### config.mk
export PLATFORM = sky130hd
export DESIGN_NAME = cvb_queue
export DESIGN_NICKNAME = d
export VERILOG_FILES = /design/src/hdl/conv2d_valid_bias_defines.svh /design/src/hdl/cvb_pkg.sv /design/src/hdl/cvb_queue.sv
export SDC_FILE = /design/constraint.sdc
export NUM_CORES = 1
export LEC_CHECK = 0
export BUFFER_PORTS_ARGS = -buffer_cell sky130_fd_sc_hd__buf_4
export CAP_MARGIN = 20
export CORE_MARGIN = 2
export CORE_UTILIZATION = 40
export CTS_BUF_LIST = sky130_fd_sc_hd__clkbuf_16
export DETAILED_ROUTE_END_ITERATION = 8
export REMOVE_ABC_BUFFERS = 1
export SYNTH_ARGS = -nofsm -noshare
export SYNTH_HDL_FRONTEND = slang
export SYNTH_SLANG_ARGS = --single-unit
### constraint.sdc
create_clock -name clock -period 3.7 [get_ports clock]
set_input_delay 0.74 -clock clock [delete_from_list [all_inputs] [get_ports clock]]
set_output_delay 0.74 -clock clock [all_outputs]
set_load 0.01 [all_outputs]
### src/hdl/conv2d_valid_bias_defines.svh
// Assertion macros used by the block's back-end module.
`ifndef CONV2D_VALID_BIAS_DEFINES_SVH
`define CONV2D_VALID_BIAS_DEFINES_SVH

// Same-cycle implication.
`define CVB_ASSERT_NOW(label, clk, rst, ante, cons, msg) \
   label: assert property (@(posedge clk) disable iff (rst) (ante) |-> (cons)) else $error(msg);

// Next-cycle implication.
`define CVB_ASSERT_NEXT(label, clk, rst, ante, cons, msg) \
   label: assert property (@(posedge clk) disable iff (rst) (ante) |=> (cons)) else $error(msg);

`endif

### src/hdl/cvb_pkg.sv
`timescale 1ns / 1ps
// ----------------------------------------------------------------------------
// cvb_pkg
// Shared types and constants of the bias convolution block.
// ----------------------------------------------------------------------------
package cvb_pkg;

   localparam int DEF_MAX_WIDTH    = 64;
   localparam int DEF_MAX_KERNEL   = 5;
   localparam int DEF_MAX_CHANNELS = 8;
   localparam int DEF_MAX_FILTERS  = 16;
   localparam int MAX_HEIGHT       = 1024;
   localparam int QUEUE_DEPTH      = 4;

   localparam int ROW_W  = 10;
   localparam int SLOT_W = 4;
   localparam int COL_W  = 10;
   localparam int CH_W   = 6;
   localparam int ACC_W  = 48;

   typedef enum logic [2:0] {
      CFG_IMAGE_WIDTH   = 3'd0,
      CFG_IMAGE_HEIGHT  = 3'd1,
      CFG_KERNEL_HEIGHT = 3'd2,
      CFG_KERNEL_WIDTH  = 3'd3,
      CFG_CHANNEL_COUNT = 3'd4,
      CFG_FILTER_COUNT  = 3'd5
   } cfg_index_type;

   typedef enum logic [1:0] {
      KIND_WEIGHT = 2'd0,
      KIND_BIAS   = 2'd1,
      KIND_SAMPLE = 2'd2
   } kind_type;

   // clamped configuration
   typedef struct packed {
      logic [6:0]  w;
      logic [10:0] h;
      logic [2:0]  kh;
      logic [2:0]  kw;
      logic [3:0]  nc;
      logic [4:0]  nf;
   } cfg_type;

   // one queued command, front to back
   typedef struct packed {
      kind_type              kind;
      logic [11:0]           addr;
      logic signed [15:0]    value;
      logic [SLOT_W-1:0]     slot;
      logic [COL_W-1:0]      col;
      logic [CH_W-1:0]       ch;
      logic                  fire;
      logic [SLOT_W-1:0]     base_slot;
      logic [ROW_W-1:0]      r0;
      logic [COL_W-1:0]      c0;
   } cmd_type;

endpackage

### src/hdl/cvb_queue.sv
`timescale 1ns / 1ps
// ----------------------------------------------------------------------------
// cvb_queue
// Short command queue between front and back.
// ----------------------------------------------------------------------------
module cvb_queue
   import cvb_pkg::*;
#(
   parameter int DEPTH = QUEUE_DEPTH
) (
   input  logic    clock,
   input  logic    reset,
   input  logic    push,
   input  cmd_type push_cmd,
   output logic    full,
   input  logic    pop,
   output cmd_type head,
   output logic    empty
);

   localparam int PW = (DEPTH > 1) ? $clog2(DEPTH) : 1;

   cmd_type          slots_ff [DEPTH];
   logic [PW-1:0]    wr_ff, wr_in, rd_ff, rd_in;
   logic [PW:0]      cnt_ff, cnt_in;

   assign full  = (cnt_ff == (PW + 1)'(DEPTH));
   assign empty = (cnt_ff == '0);
   assign head  = slots_ff[rd_ff];

   always_comb begin
      wr_in  = wr_ff;
      rd_in  = rd_ff;
      cnt_in = cnt_ff;
      if (push) begin
         wr_in = (wr_ff == PW'(DEPTH - 1)) ? '0 : wr_ff + 1'b1;
      end
      if (pop) begin
         rd_in = (rd_ff == PW'(DEPTH - 1)) ? '0 : rd_ff + 1'b1;
      end
      if (push && !pop) begin
         cnt_in = cnt_ff + 1'b1;
      end else if (pop && !push) begin
         cnt_in = cnt_ff - 1'b1;
      end
   end

   always_ff @(posedge clock) begin
      if (push) begin
         slots_ff[wr_ff] <= push_cmd;
      end
   end

   always_ff @(posedge clock) begin
      if (reset) begin
         wr_ff  <= '0;
         rd_ff  <= '0;
         cnt_ff <= '0;
      end else begin
         wr_ff  <= wr_in;
         rd_ff  <= rd_in;
         cnt_ff <= cnt_in;
      end
   end

endmodule

==> run_results.csv, run 1 <==
group,metric,value,unit
sta,rsz0062_at_grt,"no",
global_routing,antenna_found_initial,1,
worst_setup_path,cp_max_fo,27,
drt,wl_per_cell,20.6,µm
global_routing,grt_overflow,0,
yosys,netlist_instances,435,
floorplanning,die_h,172,µm
power,irDropWorstVdd,0.000332,V
global_routing,grt_pass1_wl,31600,µm
yosys,yosysWarnings,0,
placement,hpwlAfterDp,13000,µm
sta,fmaxAchievable,325,MHz
final_layout,postLayoutCoreUtil,50.2,%
clock_tree,cts_made_buffers,31,
status,outcome,"complete, no violations",
worst_setup_path,worstPathArrival,2.33,ns
flow_run,max_cap_violations,0,
worst_setup_path,reg2reg_slack,1.74,ns
yosys,yosysUniqueCellTypes,19,
clock_tree,cts_root_buf,"clkbuf_16",
yosys,yosysSeqAreaShare,81.6,%
worst_hold_path,hold_class,"in -> reg",
floorplanning,core_area,27800,µm²
drt,final_antenna_net_count,0,
final_layout,n_antenna_cell,0,
drt,num_vias,5015,
clock_tree,clkSlewWorstSetupHoldPaths,0.06,ns
floorplanning,die_area,29500,µm²
sta,finalCriticalPeriod,3.07,ns
sta,maxSlewHeadroom,51.2,%
clock_tree,cts_buffer_depth,3,
yosys,syn_area_per_cell,25.9,µm²
worst_setup_path,path_cells,"buf_12, mux4_2, buf_4",
power,power,7860,µW
clock_tree,clock_latency,0.54,ns
power,powerDensity,563,nW/µm²
clock_tree,cts_sinks,309,
drt,first_pass_iters,4,
sta,finalSetupViolations,0,
global_routing,grt.total_usage,14.3,%
drt,drc,0,
worst_setup_path,critPathKind,"reg -> out",
worst_setup_path,crit_slowest_cell,"dfxtp_4",
worst_setup_path,cp-start-kind,"flip-flop",
worst_setup_path,slowest_delay,0.72,ns
clock_tree,cts_resized,0,
power,leakage,0.00472,µW
yosys,synthTopCellsByArea,"edfxtp_1 (80%), mux4_2 (15%), dfxtp_1 (1.6%), ha_1 (0.67%), buf_6 (0.60%)",
clock_tree,cts_max_level,1,
clock_tree,cts_tree,"done",
worst_setup_path,cp-end-kind,"primary output",
placement,io_buffers,155,
sta,finalHoldViolations,0,
sta,clock_skew,0.0129,ns
drt,routed_wirelength,21100,µm
sta,fin_crit_sh,83.1,%
floorplanning,start_util,40.5,%
floorplanning,die_width,172,µm
final_layout,area_delta_synth_final,24.0,%
placement,place.gp.congestion,0.696,
final_layout,final_nets,708,
yosys,ys_ff_latch,309,
clock_tree,cts_post_setup_buffers_inserted,0,
floorplanning,ios,156,
global_routing,first_global_vias,5565,
drt,via_per_inst,4.90,
worst_setup_path,cp.required,2.96,ns
sta,whs,0.397,ns
floorplanning,num_rows,61,
yosys,yosysTopAreaCellShare,80.0,%
sta,tightest_slew,0.732,ns
clock_tree,holdBufCountCts,0,
sta,slew_viol_final,0,
yosys,synth.cell_area,11300,µm²
yosys,yosysTopAreaCell,"edfxtp_1",
drt,drt_iter0_drc,266,
final_layout,drive_above_1_share,45.4,%
global_routing,grt_max_degree,45,
-- stage by stage --
| step | worst slack, ns | cell area [µm²] | std cells | TNS (ns) |
|---|---|---|---|---|
| floorplan | -0.894 | 11100 | 419 | -67.08 |
| global placement | 1.13 | 12900 | 967 | 0 |
| detailed placement | 1.12 | 12900 | 967 | 0 |
| CTS | 0.525 | 14000 | 1023 | 0 |
| global route | 0.450 | 14000 | 1023 | 0 |
| finish | 0.627 | 14000 | 1023 | 0 |
-- state kept, by name (all words and copies together) (netlist names), named ones only --
| name | count |
|---|---|
| slots_ff | 300 |
| cnt_ff | 3 |
| wr_ff | 2 |
| rd_ff | 2 |
-- cell usage after synthesis --
cell      instances
edfxtp_1        300
mux4_2           75
dfxtp_1           9
nor2_1            7
buf_2             6
buf_6             6
ha_1              6
and2_1            4
inv_1             4
mux2i_1           4
a21oi_1           2
buf_4             2
clkbuf_1          2
nor3b_1           2
xor2_1            2
fa_1              1
nor3_1            1
o21ai_0           1
or3_1             1
-- power breakdown --
part	total, µW	internal (µW)	switching, µW
clock network	3060	1860	1210
registers	4080	4010	67.5
logic	717	380	337
total	7860	6250	1610
-- worst max-delay path: cells and delay by family (launching register included) --
family | cells | cell delay (ns)
muxes | 1 | 0.56
DFF | 1 | 0.72
buffers and inverters | 2 | 0.48
-- metal layers --
| layer | part of all wire [%] | vias up | global-route usage (%) |
|---|---|---|---|
| met2 | 51 | 133 | 24.6 |
| met3 | 7.9 | 33 | 4.60 |
| met5 | 0.062 | - | 0 |
| li1 | - | 2239 | - |
| met1 | 39 | 2608 | 17.7 |
| met4 | 1.8 | 2 | 3.58 |
-- cells by family (layout without fill, tap and decap cells) --
| logic type | after synthesis | count (layout) | share of synthesized area [%] |
|---|---|---|---|
| buf+inv | 20 | 230 | 1.20 |
| xor+xnor | 2 | 2 | 0.156 |
| mux | 79 | 79 | 15.4 |
| flops | 309 | 309 | 81.6 |
| simple gates | 15 | 15 | 0.689 |
| compound gates | 3 | 3 | 0.133 |
| fa+ha+maj | 7 | 7 | 0.845 |
-- layout by cell type (no fill, tap or decap) --
cell,synthesis,final
dfxtp_4,0,2
or3_1,1,1
a21oi_1,2,2
mux4_2,75,75
clkinv_1,0,10
clkinv_4,0,1
clkinvlp_4,0,2
o21ai_0,1,1
buf_4,2,167
inv_1,4,8
ha_1,6,6
dfxtp_1,9,7
clkinv_2,0,3
nor3b_1,2,2
edfxtp_1,300,300
nor3_1,1,1
and2_4,0,4
mux2i_1,4,4
xor2_1,2,2
fa_1,1,1
buf_12,0,3
clkbuf_16,0,31
nor2_1,7,7
bufinv_16,0,5
-- final timing paths --
| kind | start | endpoint | cells past startpoint |
|---|---|---|---|
| setup / recovery | flip-flop | head[73] | 3 |
| hold / removal | push_cmd[43] | slots_ff[3][43] | 1 |
| setup reg to reg | wr_ff[0] | slots_ff[3][72] | 3 |
| hold reg to reg | rd_ff[1] | flip-flop | 2 |
-- layout make-up --
cell class	instances	area (µm²)
sequential	309	9200
fill	2281	13800
clock inverter	25	241
timing repair buffer	170	1310
inverter	4	15.0
tap	378	473
multi-input combinational	106	1940
clock buffer	31	776
No activity file was read; power rests on OpenSTA's default activity.
==> inputs of run 2 (changes only) <==
==> constraint.sdc (replaced) <==
create_clock -name clock -period 2.6 [get_ports clock]
set_input_delay 0.52 -clock clock [delete_from_list [all_inputs] [get_ports clock]]
set_output_delay 0.52 -clock clock [all_outputs]
set_load 0.01 [all_outputs]
==> run 2 against run 1 <==
  * Routed wire length grew 0.89%
  * Global-route usage grew 0.081 points
  * Largest cell class unchanged
  * Non-clock buffer count grew 3
  * Largest power group unchanged
  * Final cell count grew 0.20%
  * Power grew 39%
==> run_results.csv, run 2 (synthesis gave the netlist of run 1 again) <==
group,metric,value,unit
drt,final_antenna_net_count,0,
worst_setup_path,worstPathArrival,2.04,ns
sta,rsz0062_at_grt,"yes",
global_routing,grt_pass1_wl,32000,µm
flow_run,max_cap_violations,0,
power,power,10900,µW
sta,maxSlewHeadroom,64.6,%
global_routing,grt_max_degree,69,
floorplanning,num_rows,61,
sta,finalHoldViolations,0,
clock_tree,cts_max_level,1,
worst_setup_path,cp-end-kind,"primary output",
final_layout,n_antenna_cell,0,
worst_setup_path,critPathKind,"reg -> out",
floorplanning,core_area,27800,µm²
power,powerDensity,774,nW/µm²
global_routing,grt_overflow,0,
final_layout,area_delta_synth_final,25.1,%
sta,clock_skew,0.00782,ns
clock_tree,clock_latency,0.54,ns
floorplanning,die_h,172,µm
sta,fmaxAchievable,390,MHz
floorplanning,ios,156,
floorplanning,start_util,40.5,%
drt,first_pass_iters,4,
final_layout,layout.area.seq,9200,µm²
placement,place.gp.congestion,0.708,
drt,drc,0,
final_layout,most-common-layout-cells,"edfxtp_1 (300), buf_4 (137), mux4_2 (75), clkbuf_16 (31), buf_6 (28)",
worst_hold_path,worstHoldStart,"push_cmd[20]",
worst_hold_path,hold_class,"in -> reg",
drt,drt_iter0_drc,400,
worst_setup_path,cp-start-kind,"flip-flop",
final_layout,final_nets,710,
sta,finalCriticalPeriod,2.56,ns
placement,dp.cells,967,
global_routing,antenna_found_initial,0,
worst_setup_path,reg2reg_depth,4,
drt,routed_wirelength,21200,µm
clock_tree,cts_tree,"done",
worst_setup_path,cp.required,2.08,ns
placement,hpwlAfterDp,12700,µm
drt,num_vias,5085,
final_layout,n_fill_cell,2222,
drt,via_per_inst,4.96,
worst_hold_path,whs_path_depth,1,
final_layout,largest_reg_flops,300,
final_layout,reg_top3,"slots_ff x300, cnt_ff x3",
floorplanning,die_width,172,µm
clock_tree,cts_made_buffers,30,
final_layout,drive_above_1_share,45.9,%
power,leakage,0.00477,µW
final_layout,multi_input_area,1940,µm²
worst_setup_path,regToRegStartpoint,"wr_ff[0]",
clock_tree,cts_sinks,309,
floorplanning,die_area,29500,µm²
sta,fin_crit_sh,98.6,%
worst_hold_path,hold-path-endpoint,"slots_ff[2][20]",
worst_setup_path,rr_endpoint,"slots_ff[0][45]",
sta,finalSetupViolations,0,
clock_tree,cts_buffer_depth,3,
sta,slew_viol_final,0,
final_layout,top_register,"slots_ff",
drt,wl_per_cell,20.7,µm
clock_tree,cts_root_buf,"clkbuf_16",
global_routing,grt.total_usage,14.4,%
worst_setup_path,cp_max_fo,68,
power,irDropWorstVdd,0.000552,V
worst_setup_path,reg2reg_slack,0.91,ns
clock_tree,clkSlewWorstSetupHoldPaths,0.06,ns
final_layout,final_common_cell,"edfxtp_1",
sta,tightest_slew,0.530,ns
final_layout,final-instance-count-excl-fill,1025,
status,outcome,"complete, no violations",
global_routing,first_global_vias,5523,
placement,io_buffers,155,
clock_tree,holdBufCountCts,0,
run 2: cell count changes in the layout (fill, tap and decap cells not counted), sizes merged:
cell / previous run / this run
buf: 170 / 172
bufbuf: 0 / 1
bufinv: 5 / 1
clkinv: 14 / 12
clkinvlp: 2 / 3
inv: 8 / 12
run 2: worst max path at each step:
stage,depth (start not counted),startpoint,to,slack [ns]
2_1_floorplan,1,flip-flop,head[0],-1.77
3_3_place_gp,3,flip-flop,head[73],0.50
3_5_place_dp,3,flip-flop,head[73],0.50
4_1_cts,3,flip-flop,head[23],-0.02
5_1_grt,3,flip-flop,head[48],-0.05
6_report,3,flip-flop,head[73],0.04
run 2: worst max-delay path, cell delays in order (launching register included):
cell and delay (ns):
dfxtp_4 0.43, buf_12 0.31, mux4_2 0.43, buf_4 0.17
run 2: stage by stage:
step | setup slack, ns | setup TNS [ns] | utilization [%] | hold slack (ns) | area [µm²]
floorplan | -1.77 | -172.61 | - | 0.460 | 11100
global placement | 0.498 | 0 | 46.8 | 0.478 | 13000
detailed placement | 0.500 | 0 | 46.8 | 0.523 | 13000
CTS | -0.0241 | -0.128 | 50.4 | 0.135 | 14000
global route | -0.0483 | -0.973 | 50.7 | 0.141 | 14100
finish | 0.0357 | 0 | 50.7 | 0.174 | 14100
run 2: layout make-up:
| cell class | instances | area share [%] |
|---|---|---|
| sequential | 309 | 65.3 |
| multi-input combinational | 106 | 13.8 |
| timing repair buffer | 173 | 10.9 |
| clock buffer | 31 | 5.51 |
| tap | 378 | 3.36 |
| clock inverter | 24 | 1.06 |
| inverter | 4 | 0.107 |
run 2: per-layer routing:
| metal | global-route usage (%) | vias to the layer above | routed length [µm] | part of all wire, % |
|---|---|---|---|---|
| met2 | 24.3 | 138 | 10700 | 50 |
| met3 | 3.45 | 22 | 1290 | 6.1 |
| li1 | - | 2245 | - | - |
| met5 | 0 | - | 0 | 0 |
| met1 | 19.3 | 2680 | 9000 | 42 |
| met4 | 2.96 | 0 | 270 | 1.3 |
run 2: repair_timing:
item                                    CTS  global route
buffers inserted                          2             0
gates resized for setup                   7            23
cloned                                    1             0
endpoints found under the setup margin   68            44
run 2: power by group:
group | internal, µW | switching, µW | total (µW)
clock network | 2250 | 1750 | 4000
logic | 601 | 527 | 1130
registers | 5700 | 64.2 | 5770
total | 8560 | 2340 | 10900
