`config.mk`:
```
export PLATFORM = sky130hd
export DESIGN_NAME = cvb_front_flat
export DESIGN_NICKNAME = d
export VERILOG_FILES = /design/src/hdl/conv2d_valid_bias_defines.svh /design/src/hdl/cvb_pkg.sv /design/src/hdl/cvb_if.sv /design/src/hdl/cvb_front.sv /design/src/flat_wrapper.sv
export SDC_FILE = /design/constraint.sdc
export NUM_CORES = 1
export LEC_CHECK = 0
export BUFFER_PORTS_ARGS = -buffer_cell sky130_fd_sc_hd__buf_2
export CAP_MARGIN = 5
export CORE_MARGIN = 1
export CORE_UTILIZATION = 25
export DETAILED_ROUTE_END_ITERATION = 12
export SYNTH_ARGS = -nofsm -noshare
export SYNTH_HDL_FRONTEND = slang
export SYNTH_SLANG_ARGS = --single-unit
```
`constraint.sdc`:
```
create_clock -name clock -period 4 [get_ports clock]
set_input_delay 0.8 -clock clock [delete_from_list [all_inputs] [get_ports clock]]
set_output_delay 0.8 -clock clock [all_outputs]
set_load 0.02 [all_outputs]
```
`src/hdl/conv2d_valid_bias_defines.svh`:
```
// Assertion macros used by the block's back-end module.
`ifndef CONV2D_VALID_BIAS_DEFINES_SVH
`define CONV2D_VALID_BIAS_DEFINES_SVH

// Same-cycle implication.
`define CVB_ASSERT_NOW(label, clk, rst, ante, cons, msg) \
   label: assert property (@(posedge clk) disable iff (rst) (ante) |-> (cons)) else $error(msg);

// Next-cycle implication.
`define CVB_ASSERT_NEXT(label, clk, rst, ante, cons, msg) \
   label: assert property (@(posedge clk) disable iff (rst) (ante) |=> (cons)) else $error(msg);

`endif

```
`src/hdl/cvb_pkg.sv`:
```
`timescale 1ns / 1ps
// ----------------------------------------------------------------------------
// cvb_pkg
// Shared types and constants of the bias convolution block.
// ----------------------------------------------------------------------------
package cvb_pkg;

   localparam int DEF_MAX_WIDTH    = 64;
   localparam int DEF_MAX_KERNEL   = 5;
   localparam int DEF_MAX_CHANNELS = 8;
   localparam int DEF_MAX_FILTERS  = 16;
   localparam int MAX_HEIGHT       = 1024;
   localparam int QUEUE_DEPTH      = 4;

   localparam int ROW_W  = 10;
   localparam int SLOT_W = 4;
   localparam int COL_W  = 10;
   localparam int CH_W   = 6;
   localparam int ACC_W  = 48;

   typedef enum logic [2:0] {
      CFG_IMAGE_WIDTH   = 3'd0,
      CFG_IMAGE_HEIGHT  = 3'd1,
      CFG_KERNEL_HEIGHT = 3'd2,
      CFG_KERNEL_WIDTH  = 3'd3,
      CFG_CHANNEL_COUNT = 3'd4,
      CFG_FILTER_COUNT  = 3'd5
   } cfg_index_type;

   typedef enum logic [1:0] {
      KIND_WEIGHT = 2'd0,
      KIND_BIAS   = 2'd1,
      KIND_SAMPLE = 2'd2
   } kind_type;

   // clamped configuration
   typedef struct packed {
      logic [6:0]  w;
      logic [10:0] h;
      logic [2:0]  kh;
      logic [2:0]  kw;
      logic [3:0]  nc;
      logic [4:0]  nf;
   } cfg_type;

   // one queued command, front to back
   typedef struct packed {
      kind_type              kind;
      logic [11:0]           addr;
      logic signed [15:0]    value;
      logic [SLOT_W-1:0]     slot;
      logic [COL_W-1:0]      col;
      logic [CH_W-1:0]       ch;
      logic                  fire;
      logic [SLOT_W-1:0]     base_slot;
      logic [ROW_W-1:0]      r0;
      logic [COL_W-1:0]      c0;
   } cmd_type;

endpackage

```
`src/hdl/cvb_if.sv`:
```
`timescale 1ns / 1ps
// ----------------------------------------------------------------------------
// cvb channel interfaces
// Request, response and register write channels.
// ----------------------------------------------------------------------------
interface cvb_req_if;
   logic               valid;
   logic               ready;
   logic [1:0]         kind;
   logic [11:0]        address;
   logic signed [15:0] value;
   modport source (output valid, kind, address, value, input ready);
   modport sink (input valid, kind, address, value, output ready);
endinterface


```
`src/hdl/cvb_front.sv`:
```
`timescale 1ns / 1ps
// ----------------------------------------------------------------------------
// cvb_front
// Accepts words, drops invalid ones, tracks frame position, flags windows.
// ----------------------------------------------------------------------------
module cvb_front
   import cvb_pkg::*;
#(
   parameter int MAX_KERNEL   = DEF_MAX_KERNEL,
   parameter int MAX_CHANNELS = DEF_MAX_CHANNELS,
   parameter int MAX_FILTERS  = DEF_MAX_FILTERS
) (
   input  logic      clock,
   input  logic      reset,
   input  cfg_type   cfg,
   input  logic      pos_clear,
   cvb_req_if.sink   req_if,
   input  logic      q_full,
   output logic      push,
   output cmd_type   push_cmd
);

   localparam int WEIGHT_DEPTH = MAX_FILTERS * MAX_KERNEL * MAX_KERNEL * MAX_CHANNELS;

   logic [ROW_W-1:0]  row_ff, row_in;
   logic [SLOT_W-1:0] slot_ff, slot_in;
   logic [COL_W-1:0]  col_ff, col_in;
   logic [CH_W-1:0]   ch_ff, ch_in;
   logic              accept, is_sample, keep;
   logic [ROW_W:0]    row_inc;
   logic [COL_W:0]    col_inc;
   logic [SLOT_W-1:0] kh_m1;

   assign req_if.ready = !q_full;
   assign accept       = req_if.valid && req_if.ready;
   assign is_sample    = (req_if.kind == KIND_SAMPLE);
   assign row_inc      = {1'b0, row_ff} + 1'b1;
   assign col_inc      = {1'b0, col_ff} + 1'b1;
   assign kh_m1        = SLOT_W'(cfg.kh) - 1'b1;

   always_comb begin
      keep = 1'b0;
      case (req_if.kind)
         KIND_WEIGHT: keep = (32'(req_if.address) < WEIGHT_DEPTH);
         KIND_BIAS:   keep = (32'(req_if.address) < MAX_FILTERS);
         KIND_SAMPLE: keep = 1'b1;
         default:     keep = 1'b0;
      endcase
   end

   assign push = accept && keep;

   always_comb begin
      push_cmd.kind  = kind_type'(req_if.kind);
      push_cmd.addr  = req_if.address;
      push_cmd.value = req_if.value;
      push_cmd.slot  = slot_ff;
      push_cmd.col   = col_ff;
      push_cmd.ch    = ch_ff;
      push_cmd.fire  = (CH_W'(ch_ff) + 1'b1 == CH_W'(cfg.nc))
                       && (row_inc >= (ROW_W + 1)'(cfg.kh))
                       && (col_inc >= (COL_W + 1)'(cfg.kw));
      push_cmd.base_slot = (slot_ff >= kh_m1) ? slot_ff - kh_m1
                           : slot_ff + SLOT_W'(MAX_KERNEL) - kh_m1;
      push_cmd.r0    = row_ff + 1'b1 - ROW_W'(cfg.kh);
      push_cmd.c0    = col_ff + 1'b1 - COL_W'(cfg.kw);
   end

   // position advance, channel fastest
   always_comb begin
      row_in  = row_ff;
      slot_in = slot_ff;
      col_in  = col_ff;
      ch_in   = ch_ff;
      if (pos_clear) begin
         row_in  = '0;
         slot_in = '0;
         col_in  = '0;
         ch_in   = '0;
      end else if (accept && is_sample) begin
         ch_in = ch_ff + 1'b1;
         if (ch_ff + 1'b1 >= CH_W'(cfg.nc)) begin
            ch_in  = '0;
            col_in = col_ff + 1'b1;
            if (col_inc >= (COL_W + 1)'(cfg.w)) begin
               col_in  = '0;
               row_in  = row_ff + 1'b1;
               slot_in = (slot_ff == SLOT_W'(MAX_KERNEL - 1)) ? '0 : slot_ff + 1'b1;
               if (11'(row_inc) >= cfg.h) begin
                  row_in  = '0;
                  slot_in = '0;
               end
            end
         end
      end
   end

   always_ff @(posedge clock) begin
      if (reset) begin
         row_ff  <= '0;
         slot_ff <= '0;
         col_ff  <= '0;
         ch_ff   <= '0;
      end else begin
         row_ff  <= row_in;
         slot_ff <= slot_in;
         col_ff  <= col_in;
         ch_ff   <= ch_in;
      end
   end

endmodule

```
`src/flat_wrapper.sv`:
```
// flat-port wrapper written by rule: the top's interface ports become plain ports
module cvb_front_flat import cvb_pkg::*;
#(
   parameter int MAX_KERNEL   = DEF_MAX_KERNEL,
   parameter int MAX_CHANNELS = DEF_MAX_CHANNELS,
   parameter int MAX_FILTERS  = DEF_MAX_FILTERS
)
  (clock, reset, cfg, pos_clear, q_full, push, push_cmd, req_if_valid, req_if_kind, req_if_address, req_if_value, req_if_ready);
  cvb_req_if req_if_i ();
  input  logic clock;
  input  logic reset;
  input  cfg_type cfg;
  input  logic pos_clear;
  input  logic q_full;
  output logic push;
  output cmd_type push_cmd;
  input wire logic [$bits(req_if_i.valid)-1:0] req_if_valid;
  input wire logic [$bits(req_if_i.kind)-1:0] req_if_kind;
  input wire logic [$bits(req_if_i.address)-1:0] req_if_address;
  input wire logic [$bits(req_if_i.value)-1:0] req_if_value;
  output wire logic [$bits(req_if_i.ready)-1:0] req_if_ready;
  assign req_if_i.valid = req_if_valid;
  assign req_if_i.kind = req_if_kind;
  assign req_if_i.address = req_if_address;
  assign req_if_i.value = req_if_value;
  assign req_if_ready = req_if_i.ready;
  cvb_front #(.MAX_KERNEL(MAX_KERNEL), .MAX_CHANNELS(MAX_CHANNELS), .MAX_FILTERS(MAX_FILTERS)) u_core (.clock(clock), .reset(reset), .cfg(cfg), .pos_clear(pos_clear), .req_if(req_if_i), .q_full(q_full), .push(push), .push_cmd(push_cmd));
endmodule
```
==> results of run 1 <==
==> report_power, final <==
| group | leakage, nW | internal [mW] | switching, mW |
|---|---|---|---|
| registers | 0.242 | 0.299 | 0.000233 |
| logic | 1.61 | 0.0767 | 0.109 |
| clock network | 0.0739 | 0.246 | 0.124 |
| total | 1.93 | 0.622 | 0.234 |
==> path summary, 6_finish.rpt <==
path                         start               end  slack (ns)  cells after the start
hold reg to reg    u_core.ch_ff[1]   u_core.ch_ff[1]        0.50                      2
hold / removal     u_core.ch_ff[1]   u_core.ch_ff[1]        0.50                      2
setup reg to reg  u_core.row_ff[1]  u_core.row_ff[3]        0.44                     11
setup / recovery  u_core.col_ff[1]       push_cmd[8]        0.25                     10
==> through the flow <==
| step | total power, mW | hold WS [ns] |
|---|---|---|
| 2_1_floorplan | 0.460 | 0.471 |
| 3_3_place_gp | 0.490 | 0.482 |
| 5_1_grt | 0.905 | 0.534 |
| 4_1_cts | 0.873 | 0.501 |
| 3_5_place_dp | 0.495 | 0.492 |
| 6_report | 0.856 | 0.496 |
==> layout by cell type, fill, tap and decap left out, types with 4 or more instances in the layout <==
cell type	instances
o21ai_0	10
ha_1	39
a21oi_1	8
dfxtp_1	30
nor2_1	24
xor2_1	17
clkbuf_16	5
o22ai_1	4
a31oi_1	4
inv_1	45
nand3_1	16
mux2i_1	5
or3_1	4
o32ai_1	4
nand2_1	34
fa_1	4
and3_1	11
buf_2	99
xnor2_1	26
a21o_1	10
a211o_1	4
nand2b_1	6
buf_4	6
nor3_1	15
==> cell type report <==
class	instances	area, µm²
Clock buffer	7	143
Clock inverter	1	5.00
Fill cell	1376	8780
Inverter	45	169
Multi-Input combinational cell	299	2220
Sequential cell	30	601
Tap cell	172	215
Timing Repair Buffer	105	541
==> cells by family (layout without fill, tap and decap cells) <==
family	Yosys count	after routing	synth area share [%]
AO/OA/AOI/OAI	73	73	16.0
XOR/XNOR	43	43	11.6
adder cells (fa/ha/maj)	44	44	17.8
buffers and inverters	86	158	13.5
flip-flops	30	30	18.5
multiplexers	7	7	2.23
AND/OR/NAND/NOR	132	132	20.5
==> metal layers <==
metal  global-route usage (%)  up-vias  routed length [µm]
li1                         -     1555                   -
met1                     16.4     1409                3880
met2                     20.3       76                3880
met3                     3.22        8                 513
met4                     2.22        0                  32
met5                        0        -                   0
==> worst max-delay path, cell delays in order, from the launching register on <==
cell	delay (ns)
dfxtp_1	0.40
ha_1	0.28
nand2b_1	0.15
nand2_1	0.08
ha_1	0.33
a211o_1	0.35
nor3_1	0.41
mux2i_1	0.24
a22oi_1	0.09
xnor2_1	0.16
buf_2	0.18
==> state kept, by name, summed over array words and instances, names as in the netlist <==
signal          cells
u_core.slot_ff      4
u_core.col_ff      10
u_core.row_ff      10
u_core.ch_ff        6
==> qor.yml, run 1 <==
global_route:
  grt_pass1_wl_mm: 13.4
  antenna_found_initial: 0
  grt_pass1_vias: 2823
  overflow: 0
  grt_use_total_pct: 12.4
  grt_max_degree: 26
cells_and_area:
  stdcell_count: 659
  final_layout_size_suffix_gt1_share_pct: 24.8
  finish.utilization_pct: 30.7
  n_antenna_cell: 0
  finalInstanceArea_um2: 3890
  area_growth_pct: 19.6
  layout.nets: 597
route:
  wl_mm: 8.31
  via_per_inst: 4.63
  ant_nets: 0
  drt-initial-drc-count: 131
  num_vias: 3048
  drt_first_pass_iters: 4
  drc: 0
  wire_per_inst_um: 12.6
clocking:
  cts_hold_buf: 0
  ctsHtreeMaxLevel: 2
  cts_root_buffer: "clkbuf_16"
  clk_pin_slew_ns: 0.05
  clock_path_buffers: 2
  cts_tree: "built"
  cts_resized: 0
  insertion_delay_ns: 0.27
  post_cts_buffers: 0
  cts_buffers: 5
  cts.sinks: 30
placement:
  portBuffers: 99
  gp_congestion: 0.779
  dpl_cell_area_um2: 3740
  post-place-cells: 651
  dp_hpwl_mm: 6.96
  dp_slack_ns: 0.187
timing:
  clock_skew_ns: 0.00326
  tns_ns: 0
  drv_slew: 0
  finalHoldViolCount: 0
  min_period_ns: 3.75
  rsz0062_at_grt: "false"
  final-setup-viol-count: 0
  tightest_slew_ns: 0.637
  clock.fmax_mhz: 267
  max-slew-margin-rel_pct: 57.2
  layout_setup_ws_ns: 0.254
  period_share_pct: 93.6
pwr:
  p_leak_nw: 1.93
  ir_drop_uv: 121
  power.density_nw_per_um2: 220
yosys:
  synth_area_um2: 3250
  yosys_warnings: 0
  syn-num-nets: 526
  yosys-top-cells-count: "45 x inv_1, 39 x ha_1, 34 x nand2_1"
  avgSynthCellArea_um2: 7.84
  ys_seq_elements: 30
  synthTopCellsByArea: "dfxtp_1 18%, ha_1 15%, xnor2_1 7.0%"
  synth_seq_area_share_pct: 18.5
  synth_top_area_cell: "dfxtp_1"
  ys_types: 55
  synth_edf_count: 0
  async_flop_share_pct: 0
  yosysMostFrequentCell: "inv_1"
  yosys.area.top_type_share_pct: 18.5
  synth_ff_type: "dfxtp_1"
  syn_inst: 415
floorplanning:
  rows: 41
  coreArea_um2: 12700
  die_x_um: 116
  die_h_um: 116
  io_pins: 145
  start_util_pct: 25.7
  fp.dieArea_um2: 13500
run:
  maxCapViolCount: 0
setup_path:
  end_kind: "primary output"
  critPathKind: "register to primary output"
  cp_data_required_time_ns: 3.20
  cp_max_fo: 5
  worst_ep_arrival_time_ns: 2.95
  startpoint_type: "register"
hold_path:
  min_path_type: "register to register"
outcome:
  outcome: "complete, no violations"
No activity file was read; power rests on OpenSTA's default activity.
==> inputs of run 2 (changes only) <==
--- a/config.mk
+++ b/config.mk
@@ -5,11 +5,13 @@
 export SDC_FILE = /design/constraint.sdc
 export NUM_CORES = 1
 export LEC_CHECK = 0
+export ABC_AREA = 1
 export BUFFER_PORTS_ARGS = -buffer_cell sky130_fd_sc_hd__buf_2
 export CAP_MARGIN = 5
 export CORE_MARGIN = 1
 export CORE_UTILIZATION = 25
 export DETAILED_ROUTE_END_ITERATION = 12
+export RECOVER_POWER = 50
 export SYNTH_ARGS = -nofsm -noshare
 export SYNTH_HDL_FRONTEND = slang
 export SYNTH_SLANG_ARGS = --single-unit
==> run 2 against run 1 <==
Against the previous run:
- first-iteration DRC count decreased by 28%
- critical path depth unchanged
- largest cell class unchanged
- synthesized cell count increased by 27%
- core utilization decreased by 0.44 points
- sequential share of layout area decreased by 0.51 points
- largest power group unchanged
- combinational power about the same
- worst hold slack got worse by 0.019 ns
- clock skew increased by 0.0035 ns
- sequential power about the same
==> qor.yml, run 2 <==
outcome:
  outcome: "complete, no violations"
yosys:
  yosys-top-cells-count: "105 x nand2_1, 91 x inv_1, 56 x nor2_1"
  synthTopCellsByArea: "dfxtp_1 18%, ha_1 14%, nand2_1 11%"
  syn_inst: 525
  yosys.area.top_type_share_pct: 17.5
  synth_edf_count: 0
  synth_seq_area_share_pct: 17.5
  avgSynthCellArea_um2: 6.53
  ys_types: 38
  yosys_warnings: 0
  synth_ff_type: "dfxtp_1"
  synth_area_um2: 3430
  ys_seq_elements: 30
  synth_top_area_cell: "dfxtp_1"
  async_flop_share_pct: 0
  yosysMostFrequentCell: "nand2_1"
  syn-num-nets: 636
route:
  drt_first_pass_iters: 4
  wire_per_inst_um: 10.5
  drc: 0
  via_per_inst: 4.28
  drt-initial-drc-count: 94
  num_vias: 3304
  wl_mm: 8.12
  ant_nets: 0
timing:
  min_period_ns: 3.67
  tns_ns: 0
  drv_slew: 0
  layout_setup_ws_ns: 0.334
  max-slew-margin-rel_pct: 5.04
  clock.fmax_mhz: 273
  tightest_slew_ns: 1.42
  rsz0062_at_grt: "false"
  worst_hold_slack_ns: 0.477
  clock_skew_ns: 0.00671
  period_share_pct: 91.7
  finalHoldViolCount: 0
  final-setup-viol-count: 0
floorplanning:
  die_x_um: 119
  io_pins: 145
  coreArea_um2: 13300
  rows: 42
  die_h_um: 119
  start_util_pct: 25.8
  fp.dieArea_um2: 14200
pwr:
  p_switching_mw: 0.240
  p_comb_share_pct: 20.9
  ir_drop_uv: 148
  pwr-share-clk_pct: 45.4
  power.density_nw_per_um2: 222
  p_total_mw: 0.893
  p_int_mw: 0.653
  seqPwrFrac_pct: 33.7
  p_leak_nw: 2.15
  switching_share_pct: 26.8
placement:
  dpl_cell_area_um2: 3890
  dp_slack_ns: 0.320
  dp_hpwl_mm: 6.65
  portBuffers: 99
  gp_congestion: 0.782
clocking:
  insertion_delay_ns: 0.27
  ctsHtreeMaxLevel: 2
  cts_root_buffer: "clkbuf_16"
  cts_buffers: 5
  clk_pin_slew_ns: 0.05
  clock_path_buffers: 2
  cts.sinks: 30
  cts_hold_buf: 0
  cts_tree: "built"
global_route:
  grt_max_degree: 33
  grt_pass1_wl_mm: 13.9
  grt_use_met3_pct: 2.25
  busiest_layer: "met2"
  grt_use_met1_pct: 15.5
  overflow: 0
  antenna_found_initial: 0
  use_met2_pct: 20.0
  grt_pass1_vias: 3067
  grt_use_total_pct: 11.7
setup_path:
  critPathKind: "primary input to primary output"
  cp_data_required_time_ns: 3.20
  startpoint_type: "primary input"
  end_kind: "primary output"
  critPathBufInv: 4
  cp_max_fo: 7
  slowest_delay_ns: 0.46
  worst_ep_arrival_time_ns: 2.87
  worstPathCellList: "buf_2, inv_1, ha_1, xnor2_1, inv_1, ha_1, fa_1, xnor2_1, mux2_2, buf_2"
  cp_top_family: "adder cells"
  slowest_stage: "fa_1"
hold_path:
  min_path_type: "register to register"
run:
  maxCapViolCount: 0
cells_and_area:
  top_regs: "u_core.col_ff (10), u_core.row_ff (10), u_core.ch_ff (6)"
  n_antenna_cell: 0
  area_growth_pct: 17.3
  finalInstanceArea_um2: 4020
  layout.nets: 706
  layout_commonest_cell: "nand2_1"
  final_cell_mix: "105 x nand2_1, 91 x inv_1, 68 x buf_2"
  final_layout_size_suffix_gt1_share_pct: 16.4
==> run 2: cell types whose count changed after synthesis, moves of 8 or more <==
cell	delta
nor2_1	+32
xor2_1	+8
xnor2_1	-21
nand3_1	+29
inv_1	+46
nand4_1	+20
and3_1	-11
nand2_1	+71
a21o_1	-9
==> run 2: what timing repair did <==
item                       in CTS  in global routing
resized for setup               0                  1
setup endpoints to repair       0                  1
setup buffers                   0                  0
hold endpoints to repair        0                  0
==> run 2: power groups by stage <==
| stage | logic, mW | clock network (mW) | registers, mW |
|---|---|---|---|
| global route | 0.210 | 0.431 | 0.301 |
| global placement | 0.190 | 0 | 0.307 |
| CTS | 0.192 | 0.414 | 0.301 |
| finish | 0.187 | 0.405 | 0.301 |
| detailed placement | 0.191 | 0 | 0.307 |
| floorplan | 0.160 | 0 | 0.308 |
==> run 2: kinds of logic after synthesis <==
group	count (synthesis)	synth area share (%)
muxes	2	0.656
AOI/OAI and AO/OA	30	4.92
xor gates and xnor gates	30	7.66
adders and majority gates	43	16.6
DFF	30	17.5
buffers and inverters	132	18.2
and+or+nand+nor	258	34.5
==> run 2: per-stage QoR <==
| stage | utilization, % | std cells |
|---|---|---|
| finish | 30.3 | 772 |
| global route | 30.3 | 772 |
| CTS | 30.5 | 772 |
| detailed placement | 29.3 | 764 |
| global placement | 29.3 | 764 |
| floorplan | - | 525 |
==> run 2: worst min-delay path, delay by kind of cell (launching register included) <==
family,cells,cell delay [ns]
simple gates,2,0.13
flops,1,0.31
==> run 2: worst paths after layout <==
path / from / endpoint / slack [ns] / cells past startpoint
hold / removal: u_core.row_ff[9] / u_core.row_ff[9] / 0.48 / 2
setup reg to reg: u_core.row_ff[0] / u_core.slot_ff[1] / 0.79 / 15
setup / recovery: cfg[12] / push_cmd[23] / 0.33 / 10
hold reg to reg: u_core.row_ff[9] / u_core.row_ff[9] / 0.48 / 2
==> run 2: routing by layer <==
layer  vias up  wire length (µm)  part of all wire (%)
li1       1788                 -                     -
met1      1420              3990                    49
met2        92              3650                    45
met3         4               432                   5.3
met4         0                35                  0.43
met5         -                 0                     0
==> run 2: area by class of cell <==
class	count	area [µm²]
Multi-Input combinational cell	363	2210
Sequential cell	30	601
Clock buffer	8	166
Inverter	93	349
Timing Repair Buffer	102	475
Tap cell	176	220
Fill cell	1490	9270
==> inputs of run 3 (changes only) <==
--- a/config.mk
+++ b/config.mk
@@ -5,7 +5,6 @@
 export SDC_FILE = /design/constraint.sdc
 export NUM_CORES = 1
 export LEC_CHECK = 0
-export ABC_AREA = 1
 export BUFFER_PORTS_ARGS = -buffer_cell sky130_fd_sc_hd__buf_2
 export CAP_MARGIN = 5
 export CORE_MARGIN = 1
==> run 3 against run 2 <==
Against the previous run:
- routed wire length rose by 2.4%
- sequential power barely moved
- total power fell by 4.3%
- via count is 8.2% lower
- sequential share of layout area is 0.66 points higher
- fmax down 2.3%
- sequential cell count unchanged
- largest power group unchanged
==> qor.yml, run 3 (synthesis results as in run 1) <==
outcome:
  outcome: "complete, no violations"
placement:
  gp_congestion: 0.779
  post-place-cells: 651
  portBuffers: 99
  dp_hpwl_mm: 6.96
setup_path:
  r2r_start: "u_core.row_ff[1]"
  slowest_delay_ns: 0.41
  cp_max_fo: 5
  worst_ep_arrival_time_ns: 2.95
  cp_data_required_time_ns: 3.20
  r2r_slack_ns: 0.42
  crit_path_end: "push_cmd[8]"
  cpMostUsedCell: "ha_1"
  critPathKind: "register to primary output"
  end_kind: "primary output"
  worstPathCellList: "ha_1, nand2b_1, nand2_1, ha_1, a211o_1, nor3_1, mux2i_1, a22oi_1, xnor2_1, buf_2"
  reg2reg_to: "u_core.row_ff[3]"
  crit_path_start: "u_core.col_ff[1]"
  reg2reg_depth: 11
  startpoint_type: "register"
  slowest_stage: "nor3_1"
timing:
  max-slew-margin-rel_pct: 57.2
  rsz0062_at_grt: "false"
  final-setup-viol-count: 0
  finalHoldViolCount: 0
  period_share_pct: 93.8
  min_period_ns: 3.75
  clock.fmax_mhz: 266
  clock_skew_ns: 0.00334
  tightest_slew_ns: 0.637
  drv_slew: 0
  tns_ns: 0
global_route:
  overflow: 0
  antenna_found_initial: 0
  grt_pass1_vias: 2823
  grt_use_total_pct: 12.4
  grt_max_degree: 26
  grt_pass1_wl_mm: 13.4
route:
  drt_first_pass_iters: 5
  num_vias: 3034
  ant_nets: 0
  drc: 0
  wl_mm: 8.31
  wire_per_inst_um: 12.6
  drt-initial-drc-count: 143
  via_per_inst: 4.60
clocking:
  cts_root_buffer: "clkbuf_16"
  clock_path_buffers: 2
  cts.sinks: 30
  cts_hold_buf: 0
  ctsHtreeMaxLevel: 2
  insertion_delay_ns: 0.27
  cts_tree: "built"
  cts_buffers: 5
  cts_resized: 0
  post_cts_buffers: 0
  clk_pin_slew_ns: 0.05
cells_and_area:
  top_regs: "u_core.col_ff (10), u_core.row_ff (10), u_core.ch_ff (6)"
  final_cell_mix: "68 x buf_2, 45 x inv_1, 39 x ha_1"
  layout.nets: 597
  area_growth_pct: 18.4
  layout_commonest_cell: "buf_2"
  final_layout_size_suffix_gt1_share_pct: 18.5
  n_antenna_cell: 0
  stdcell_count: 659
run:
  maxCapViolCount: 0
floorplanning:
  start_util_pct: 25.7
  io_pins: 145
  fp.dieArea_um2: 13500
  die_x_um: 116
  die_h_um: 116
  coreArea_um2: 12700
  rows: 41
pwr:
  ir_drop_uv: 122
  p_leak_nw: 1.81
  power.density_nw_per_um2: 222
hold_path:
  min_path_type: "register to register"
  worstHoldStart: "u_core.ch_ff[1]"
run 3: cell types whose count changed in the layout (fill, tap and decap cells not counted), sizes merged, moves of 5 or more:
cell / before / now
mux2i: 0 / 5
and3: 0 / 11
nand2: 110 / 34
inv: 92 / 45
a21o: 1 / 10
nor3: 11 / 16
nand4: 23 / 3
xnor2: 5 / 26
nand2b: 0 / 6
nor2: 61 / 24
nand3: 47 / 17
xor2: 25 / 17
run 3: metal layers:
| metal | global-route usage [%] | share of wire [%] | vias to the layer above |
|---|---|---|---|
| met4 | 2.22 | 0.41 | 0 |
| met1 | 16.4 | 46 | 1390 |
| met2 | 20.3 | 47 | 83 |
| met3 | 3.22 | 6.7 | 8 |
| li1 | - | - | 1553 |
| met5 | 0 | 0 | - |
run 3: cell type report:
| cell class | count | area, µm² |
|---|---|---|
| Fill cell | 1379 | 8820 |
| Multi-Input combinational cell | 299 | 2220 |
| Sequential cell | 30 | 601 |
| Timing Repair Buffer | 105 | 502 |
| Tap cell | 172 | 215 |
| Inverter | 45 | 169 |
| Clock buffer | 7 | 143 |
| Clock inverter | 1 | 5.00 |
run 3: power breakdown:
part,switching (mW),internal [mW]
logic,0.110,0.0750
registers,0.000237,0.299
clock network,0.124,0.246
run 3: through the flow:
step | hold slack (ns) | cell area (µm²) | power, mW | setup WS, ns | util, %
6_report | 0.497 | 3850 | 0.855 | 0.247 | 30.4
5_1_grt | 0.530 | 3850 | 0.904 | 0.0421 | 30.4
2_1_floorplan | 0.471 | 3250 | 0.460 | 0.289 | -
3_5_place_dp | 0.492 | 3740 | 0.495 | 0.187 | 29.5
3_3_place_gp | 0.482 | 3740 | 0.490 | 0.193 | 29.5
4_1_cts | 0.501 | 3890 | 0.873 | 0.178 | 30.7
run 3: worst min path at each step:
stage,endpoint,slack [ns],depth (start not counted)
CTS,u_core.ch_ff[1],0.50,2
finish,u_core.ch_ff[1],0.50,2
global route,u_core.ch_ff[1],0.53,2
global placement,u_core.row_ff[8],0.48,2
floorplan,u_core.row_ff[8],0.47,2
detailed placement,u_core.ch_ff[1],0.49,2
run 3: worst max-delay path, delay by kind of cell, from the launching register on:
family                   cells  cell delay (ns)
AO/OA/AOI/OAI                2             0.45
XOR/XNOR                     1             0.16
adder cells (fa/ha/maj)      2             0.61
buffers and inverters        1             0.18
flip-flops                   1             0.40
multiplexers                 1             0.24
AND/OR/NAND/NOR              3             0.64
